<file path="src/hdl/brb_pkg.sv">
// Shared types and constants for the byte ring buffer.
// Depends on nothing; imported by the top level and the port checker.
package brb_pkg;

    localparam int BRB_CAPACITY = 256;

    // Operation codes carried in the kind field.
    typedef enum logic [2:0] {
        KIND_PUSH    = 3'd0,
        KIND_POP     = 3'd1,
        KIND_PEEK    = 3'd2,
        KIND_ADVANCE = 3'd3,
        KIND_CLEAR   = 3'd4
    } t_kind;

    typedef struct packed {
        logic [2:0] kind;
        logic [7:0] write_byte;
        logic [7:0] amount;
    } t_op_in;

    typedef struct packed {
        logic [7:0] read_byte;
        logic       accepted;
        logic [7:0] used_count;
    } t_op_out;

endpackage

</file>
<file path="src/hdl/byte_ring_buffer_top.sv">
// Byte ring buffer top level: pointers, byte store and result pipeline.
// Depends on brb_pkg.
//
// Byte FIFO with head/tail pointers over a CAPACITY-entry store, one slot
// always kept free. One operation transaction (push, pop, peek, advance
// tail, clear pointers) is accepted per clock while o_op_ready is high,
// and each produces exactly one result transaction carrying the used
// count after the operation. Each result passes the stage 1 and output
// registers before result valid; throughput is one transaction per cycle
// unless stalled, set by the pointer update and the one read port of the
// store. After reset a clearing pass zeroes the store with o_op_ready low.
module byte_ring_buffer_top #(
    parameter int CAPACITY = brb_pkg::BRB_CAPACITY
) (
    input  logic            i_clk,
    input  logic            i_rst_n,
    input  logic            i_op_valid,
    output logic            o_op_ready,
    input  brb_pkg::t_op_in i_op,
    output logic            o_res_valid,
    input  logic            i_res_ready,
    output brb_pkg::t_op_out o_res
);
    import brb_pkg::*;

    localparam int PTR_W = $clog2(CAPACITY);
    localparam int EXT_W = (PTR_W > 8) ? PTR_W : 8;
    localparam logic [PTR_W:0]   CAP_X = (PTR_W + 1)'(CAPACITY);
    localparam logic [PTR_W-1:0] LAST  = PTR_W'(CAPACITY - 1);

    typedef logic [PTR_W-1:0] t_ptr;
    typedef t_ptr t_mod_tbl [256];

    // amount modulo CAPACITY, built at elaboration
    function automatic t_mod_tbl f_mod_tbl();
        t_mod_tbl tbl;
        for (int i = 0; i < 256; i++) begin
            tbl[i] = PTR_W'(i % CAPACITY);
        end
        return tbl;
    endfunction

    localparam t_mod_tbl AMT_MOD = f_mod_tbl();

    // sum below 2*CAPACITY folded back into range
    function automatic t_ptr f_wrap(input logic [PTR_W:0] s);
        logic [PTR_W:0] d;
        d = s - CAP_X;
        return (s >= CAP_X) ? d[PTR_W-1:0] : s[PTR_W-1:0];
    endfunction

    function automatic t_ptr f_next(input t_ptr p);
        return (p == LAST) ? '0 : p + 1'b1;
    endfunction

    function automatic t_ptr f_used(input t_ptr h, input t_ptr t);
        logic [PTR_W:0] d;
        d = {1'b0, h} - {1'b0, t};
        if (h < t) begin
            d = d + CAP_X;
        end
        return d[PTR_W-1:0];
    endfunction

    // pointers and control
    t_ptr r_head, r_tail, n_head, n_tail;
    t_ptr r_clr_idx;
    logic r_clearing;
    logic r_s1_valid;
    logic r_out_valid;

    // stage 1 payload
    logic       r_s1_is_read;
    logic       r_s1_acc;
    logic [7:0] r_s1_used;
    logic [7:0] r_rd_data;
    t_op_out    r_out;

    // byte store
    logic [7:0] r_store [CAPACITY];

    logic       accept;
    logic       out_free;
    logic       wr_en;
    logic       is_read;
    logic       acc;
    t_ptr       rd_addr;
    t_ptr       cur_used;
    t_ptr       step;
    t_ptr       n_used;
    logic [EXT_W-1:0] amount_ext;
    logic [EXT_W-1:0] used_ext;
    logic [EXT_W-1:0] n_used_ext;

    assign out_free   = !r_out_valid || i_res_ready;
    assign o_op_ready = !r_clearing && (!r_s1_valid || out_free);
    assign accept     = i_op_valid && o_op_ready;
    assign o_res_valid = r_out_valid;
    assign o_res       = r_out;

    always_comb begin
        cur_used   = f_used(r_head, r_tail);
        amount_ext = EXT_W'(i_op.amount);
        used_ext   = EXT_W'(cur_used);
        // advance never passes the head
        step       = (amount_ext < used_ext) ? amount_ext[PTR_W-1:0] : cur_used;

        n_head  = r_head;
        n_tail  = r_tail;
        rd_addr = r_tail;
        wr_en   = 1'b0;
        acc     = 1'b0;
        is_read = 1'b0;

        unique case (i_op.kind)
            KIND_PUSH: begin
                // dropped when full
                if (f_next(r_head) != r_tail) begin
                    wr_en  = 1'b1;
                    n_head = f_next(r_head);
                    acc    = 1'b1;
                end
            end
            KIND_POP: begin
                if (r_head != r_tail) begin
                    is_read = 1'b1;
                    acc     = 1'b1;
                    n_tail  = f_next(r_tail);
                end
            end
            KIND_PEEK: begin
                // no check against the used count
                rd_addr = f_wrap({1'b0, r_tail} + {1'b0, AMT_MOD[i_op.amount]});
                is_read = 1'b1;
            end
            KIND_ADVANCE: begin
                n_tail = f_wrap({1'b0, r_tail} + {1'b0, step});
            end
            KIND_CLEAR: begin
                n_head = '0;
                n_tail = '0;
            end
            default: begin
            end
        endcase

        n_used     = f_used(n_head, n_tail);
        n_used_ext = EXT_W'(n_used);
    end

    always_ff @(posedge i_clk) begin
        if (!i_rst_n) begin
            r_head      <= '0;
            r_tail      <= '0;
            r_clr_idx   <= '0;
            r_clearing  <= 1'b1;
            r_s1_valid  <= 1'b0;
            r_out_valid <= 1'b0;
        end else begin
            if (r_clearing) begin
                r_clr_idx <= r_clr_idx + 1'b1;
                if (r_clr_idx == LAST) begin
                    r_clearing <= 1'b0;
                end
            end
            if (accept) begin
                r_head <= n_head;
                r_tail <= n_tail;
            end
            if (accept) begin
                r_s1_valid <= 1'b1;
            end else if (out_free) begin
                r_s1_valid <= 1'b0;
            end
            if (out_free) begin
                r_out_valid <= r_s1_valid;
            end
        end
    end

    always_ff @(posedge i_clk) begin
        if (accept) begin
            r_s1_is_read <= is_read;
            r_s1_acc     <= acc;
            r_s1_used    <= n_used_ext[7:0];
        end
        if (out_free && r_s1_valid) begin
            r_out.read_byte  <= r_s1_is_read ? r_rd_data : 8'h00;
            r_out.accepted   <= r_s1_acc;
            r_out.used_count <= r_s1_used;
        end
    end

    // store: cleared after reset, then one write and one read per accepted cycle
    always_ff @(posedge i_clk) begin
        if (r_clearing) begin
            r_store[r_clr_idx] <= 8'h00;
        end else if (accept && wr_en) begin
            r_store[r_head] <= i_op.write_byte;
        end
        if (accept) begin
            r_rd_data <= r_store[rd_addr];
        end
    end

endmodule

</file>
<file path="config.mk">
export PLATFORM = sky130hd
export DESIGN_NAME = byte_ring_buffer_top
export DESIGN_NICKNAME = d
export VERILOG_FILES = /design/src/hdl/brb_pkg.sv /design/src/hdl/byte_ring_buffer_top.sv
export SDC_FILE = /design/constraint.sdc
export NUM_CORES = 2
export LEC_CHECK = 0
export ABC_AREA = 1
export BUFFER_PORTS_ARGS = -buffer_cell sky130_fd_sc_hd__buf_4
export CORE_MARGIN = 5
export CORE_UTILIZATION = 40
export DETAILED_ROUTE_END_ITERATION = 10
export PLACE_DENSITY = 0.55
export SLEW_MARGIN = 30
export SYNTH_ARGS = -nofsm -noshare
export SYNTH_HDL_FRONTEND = slang
export SYNTH_SLANG_ARGS = --single-unit
</file>
<file path="constraint.sdc">
create_clock -name i_clk -period 18.7 [get_ports i_clk]
set_input_delay 3.74 -clock i_clk [delete_from_list [all_inputs] [get_ports i_clk]]
set_output_delay 3.74 -clock i_clk [all_outputs]
set_load 0.05 [all_outputs]
</file>
### Yosys cells after proc, flatten, opt, wreduce, memory -nomap -nowiden

Memory sizes are Yosys's and may differ from the RTL's. A register that Yosys moved wholly into a read port is not among the register bits.
Index checks and enable logic that the tools add are counted.

* add/sub/neg operators: 11
* order comparisons: 6
* equal/unequal tests: 9
* mux-type cells: 31
* bitwise operators: 1
* reductions and logical operators: 12

Operators by type and width (number)
* 2-to-1 mux 8 bit: 14
* adder 8 x 1 -> 8 bit (second input constant): 5
* greater-or-equal comparator 9 bit (second input constant): 3
* equality test 8 bit (second input constant): 3
* less-than comparator 8 bit: 3
* one-hot mux 8 bit (3 select lines): 1
* adder 8 x 8 -> 9 bit: 2
* inequality test 8 bit: 2
* one-hot mux 8 bit (2 select lines): 1
* subtractor 8 x 1 -> 8 bit (second input constant): 2
* subtractor 8 bit: 2
* 2-to-1 mux 1 bit: 13
* NOT 8 -> 9 bit: 1
* OR reduction 8 bit: 1
* equality test 3 x 2 -> 1 bit (second input constant): 2
* logical AND 1 bit: 4
* one-hot mux 1 bit (2 select lines): 2
* equality test 3 x 1 -> 1 bit (second input constant): 1
* equality test 3 bit (second input constant): 1
* zero test 1 bit: 3
* zero test 3 bit: 1
* logical OR 1 bit: 2
* nonzero test 2 bit: 1

* bits in registers: 54
* bits in writable memories: 2048
* bits in read-only memories: 2048
* bits of input ports: 23
* output and inout port bits: 19
* word-level logic and storage cells: 84
* memories kept: 2

Memories
* (name not given): depth 256, bits a word 8, read ports 1, clocked after Yosys merged registers in 0, wr ports 0, line byte_ring_buffer_top.sv:133 `rd_addr = f_wrap({1'b0, r_tail} + {1'b0, AMT_MOD[i_op.amount]});`
* r_store: depth 256, bits a word 8, read ports 1, clocked after Yosys merged registers in 1, wr ports 1, line byte_ring_buffer_top.sv:80 `logic [7:0] r_store [CAPACITY];`

### Depth between registers and ports, before layout

* depth in word-level cells: 12
* mapped depth: 37
* gate-level depth less buffers: 36

### Least setup slack after synthesis

No wires, ideal clock.

* path kind: input to register
* start point: in i_res_ready
* end point: mem r_store[0][0], data pin
* setup time: 1.391 ns
* arrival time: 11.181 ns
* required time: 17.309 ns
* path slack: 6.127 ns
* stages: 9
* buffers on the path: 1
* path through: inv_1 > nand2_1 > o21ai_0 > inv_1 > nand2_1 > clkinv_1 > nand3_2 > buf_4 > nor2_1

* cells in the longest elaborated chain, start to end: 10

RTL lines
* start: declaration: line byte_ring_buffer_top.sv:21 `input logic i_res_ready,`
* logical OR 1 bit: line byte_ring_buffer_top.sv:95 `assign out_free = !r_out_valid || i_res_ready;`
* logical OR 1 bit: line byte_ring_buffer_top.sv:96 `assign o_op_ready = !r_clearing && (!r_s1_valid || out_free);`
* logical AND 1 bit: line byte_ring_buffer_top.sv:96
* via o_op_ready: line byte_ring_buffer_top.sv:18 `output logic o_op_ready,`
* logical AND 1 bit: line byte_ring_buffer_top.sv:97 `assign accept = i_op_valid && o_op_ready;`
* via accept: line byte_ring_buffer_top.sv:82 `logic accept;`
* logical AND 1 bit: line byte_ring_buffer_top.sv:198 `end else if (accept && wr_en) begin`
* 2-to-1 mux 1 bit: line byte_ring_buffer_top.sv:198
* 2-to-1 mux 1 bit: line byte_ring_buffer_top.sv:196 `if (r_clearing) begin`
* 2-to-1 mux 1 bit (implied by the code): line byte_ring_buffer_top.sv:199 `r_store[r_head] <= i_op.write_byte;`
* OR reduction 8 bit (no source line)
* 2-to-1 mux 8 bit (no source line)
* end: declaration: line byte_ring_buffer_top.sv:80

The timed path passes the listed nets, and every way through them passes these cells.

### Final worst setup path

* start point: in i_op[0] (netlist name)
* end point: reg r_rd_data[2], read port of r_store, data pin

* cells in the longest elaborated chain, start to end: 8
* elaborated cells on any way between the ends: 9
* classes of those cells: add/sub: 2; order compare: 1; mux: 4; bitwise: 1; memory: 1

RTL lines
* start: declaration: line byte_ring_buffer_top.sv:19 `input brb_pkg::t_op_in i_op,`
* NOT 8 -> 9 bit (implied by the code) *: line byte_ring_buffer_top.sv:133
* memory (256 x 8 bit) *
* 2-to-1 mux 8 bit (implied by the code) * (2 in a row): line byte_ring_buffer_top.sv:133
* adder 8 x 8 -> 9 bit *: line byte_ring_buffer_top.sv:133
* subtractor 8 x 1 -> 8 bit or greater-or-equal comparator 9 bit (tied branches): line byte_ring_buffer_top.sv:48, byte_ring_buffer_top.sv:49
* 2-to-1 mux 8 bit *: line byte_ring_buffer_top.sv:49 `return (s >= CAP_X) ? d[PTR_W-1:0] : s[PTR_W-1:0];`
* 2-to-1 mux 8 bit *: line byte_ring_buffer_top.sv:115 `unique case (i_op.kind)`
* end: declaration: line byte_ring_buffer_top.sv:76 `logic [7:0] r_rd_data;`

Mark *: on every way between the ends. The rest lies on a longest branch, timed or not. The select of a mux whose other input is x is not followed.
A chain may end at the register's enable or synchronous reset.

==> summary.md <==
| Metric | Value |
|---|---|
| Worst EP required | `19430 ps` |
| Fraction of registers with async set/reset | `0%` |
| Clk buf depth | `3` |
| Final Cycle Share | `49.1%` |
| Final setup violation count | `0` |
| Post-synth top area share | `71.9%` |
| Synth Flop Type | `edfxtp_1` |
| Int Pwr | `7480 uW` |
| Combinational Power Share | `3.1%` |
| RR Startpoint | `r_head[1]` |
| # Post-CTS Setup Buffers | `0` |
| Top cell type by total area after synthesis | `edfxtp_1` |
| Core Footprint | `0.217 mm2` |
| Worst setup EP type | `flop` |
| Final Util | `44.6%` |
| Root Buffer | `clkbuf_16` |
| Hpwl dp | `136 mm` |
| Area contributors post-synth | `edfxtp_1, o21ai_0, nor2_1` |
| Status | `completed` |
| Type of origin of the critical path | `input port` |
| Ys Warns | `0` |
| Worst Setup SP | `i_op[0]` |
| Mapped Area | `0.0870 mm2` |
| Count leader, synth | `edfxtp_1` |
| Grt total ovfl | `0` |
| Synth cell count leaders | `edfxtp_1, nor2_1, o21ai_0, nand2_1, nand3_1` |
| Pwr dens | `98.3 mW/mm2` |
| Post-cts resize count | `0` |
| Worst Path Class, Setup | `input port to flop` |
| Starting density of the core | `40.2%` |
| Endpoints failing hold | `0` |
| Avg Inst Size Synth | `12.1 um2` |
| Arrival time at the worst endpoint | `9910 ps` |
| Hold WC Path Type | `flop to flop` |
| Power consumption | `9500 uW` |
| Final ANT Viol Nets | `0` |
| Die Footprint | `0.227 mm2` |
| Crit-path max FO | `87` |
| Lkg Pwr | `0.0301 uW` |
| Cell Rows | `171` |
| Worst hold slack | `417 ps` |
| Routed WL | `250 mm` |
| First-pass GRT wire length | `369 mm` |
| I/O Buffers | `41` |
| Max-slew violations | `0` |
| Clock Latency Late Sink | `860 ps` |
| CTS Sinks | `2110` |
| Post-synthesis simple-gate area fraction | `11.9%` |
| Sw frac | `21.3%` |
| Gr usage total | `21.4%` |
| Clock transition at the registers of the reported paths | `70 ps` |
| VDD IR max | `0.0783 mV` |
| Synth cell types | `42` |
| DR vias | `57151` |
| Final nets | `7139` |
| Post-Syn Instances | `7220` |
| Adder-Cell Fraction of Synth Area | `0.624%` |
| Initial antenna violation count | `9` |
| Share of layout cells above drive strength 1 | `7.05%` |
| Synth Area in XOR/XNOR | `0.221%` |
| Setup_tns | `0 ps` |
| Die Wd | `476 um` |
| Die height | `476 um` |
| Unrepaired setup endpoints after global routing | `false` |
| Worst slack at placement | `8520 ps` |
| Achievable clock frequency | `109 MHz` |
| CTS Hold Bufs | `0` |
| Largest family of logic cells by synthesized area | `simple AND/OR/NAND/NOR gates` |
| Initial drt markers | `6147` |
| Htree depth | `4` |
| HP Start | `r_s1_used[1]` |
| Pre-antenna DRT Iters | `5` |
| Clock power share | `43.0%` |
| CTS buffer count | `209` |
| Largest net degree at the start of global routing | `259` |
| Syn_nets | `7284` |
| Max-slew headroom | `31.0%` |
| Via density per instance | `5.65` |
| Switching power | `2020 uW` |
| Clock Skew | `32.0 ps` |
| Final setup margin | `9520 ps` |
| Post-synthesis mux area share | `0%` |
| Register area share after synthesis | `72.5%` |
| Tightest Pin Transition | `1030 ps` |
| Wirelength per Cell | `24.7 um` |
| Synth Area in Compound Gates | `11.4%` |
| Flops & latches, synth | `2110` |
| CTS tree | `yes` |
| Vias in the first global route | `54689` |
| Fin crit period | `9180 ps` |
| Area grow syn2layout | `11.1%` |
| IO Count | `42` |
| Max Cap Viol | `0` |
| Routability cong. | `0.849` |
| Drt drc | `0` |
| Post-synth EDFFs | `2083` |
| Sequential share of power | `53.9%` |
-- critical path: stages --
cell and delay, ps:
buf_4 120, ha_1 220, fa_1 480, inv_1 70, o21ai_4 430, buf_4 790
buf_4 830, buf_6 630, buf_4 810, o21ai_0 230, o211ai_1 330, o211ai_1 140
nand3_1 170, nand3_1 170, nand3_1 260, nand3_1 110, nand2_1 90
-- registers in the layout, summed over array words and instances (netlist names), named ones only --
signal / count
r_store: 2048
o_res: 17
r_clr_idx: 8
r_head: 8
r_rd_data: 8
r_s1_used: 8
r_tail: 7
o_res_valid: 1
r_clearing: 1
r_s1_acc: 1
r_s1_is_read: 1
r_s1_valid: 1
-- layout make-up --
class	instances	area [um2]
Clock inverter	127	1030
Tap cell	2854	3570
Clock buffer	260	5530
Timing Repair Buffer	134	1290
Antenna cell	5	12.5
Multi-Input combinational cell	4367	21200
Fill cell	19587	120000
Inverter	253	975
Sequential cell	2110	63100
-- layer usage --
metal | wire length (um) | vias up | track usage (%)
met3 | 19500 | 374 | 3.79
met5 | 23 | - | 0
met4 | 7490 | 4 | 6.77
met1 | 109000 | 28692 | 30.8
li1 | - | 25872 | -
met2 | 114000 | 2209 | 33.1
-- path summary, 6_finish.rpt --
check	end	slack, ps	depth (start not counted)
min reg2reg	o_res[1]	420	0
min	o_res[1]	420	0
max reg2reg	r_s1_used[7]	11870	32
max	r_rd_data[2]	9520	17
-- layout by cell type (no fill, tap or decap), types with 6 or more instances in the layout --
master / n
a21oi_1: 148
buf_12: 11
buf_16: 6
buf_4: 110
buf_6: 7
bufinv_16: 14
clkbuf_1: 46
clkbuf_16: 214
clkinv_1: 54
clkinv_2: 49
dfxtp_1: 27
edfxtp_1: 2083
ha_1: 37
inv_1: 236
inv_2: 9
nand2_1: 695
nand2_2: 17
nand3_1: 491
nand3_2: 8
nand4_1: 10
nor2_1: 1283
nor2_2: 14
nor2_4: 8
nor3_1: 12
o211ai_1: 335
o21ai_0: 1076
o21ai_2: 7
o21bai_1: 37
o221ai_1: 13
o22ai_1: 114
or2_2: 10
xor2_1: 17
-- per-stage QoR --
step / area, um2 / cells
2_1_floorplan: 87000 / 7220
3_3_place_gp: 89900 / 9711
3_5_place_dp: 90000 / 9712
4_1_cts: 96500 / 10099
5_1_grt: 96700 / 10106
6_report: 96700 / 10110
-- cells by family after synthesis --
family	Yosys count
and+or+nand+nor	2556
DFF	2110
AOI/OAI and AO/OA	1748
buffers and inverters	743
adders and majority gates	41
xor gates and xnor gates	22
-- power by group through the flow --
stage / registers [uW] / logic, uW / clock network (uW)
final: 5120 / 293 / 4090
after global routing: 5120 / 318 / 4340
after CTS: 5120 / 290 / 4140
after detailed placement: 5220 / 289 / 0
after global placement: 5220 / 288 / 0
after floorplan: 5220 / 175 / 0
No activity file was read; power rests on OpenSTA's default activity.
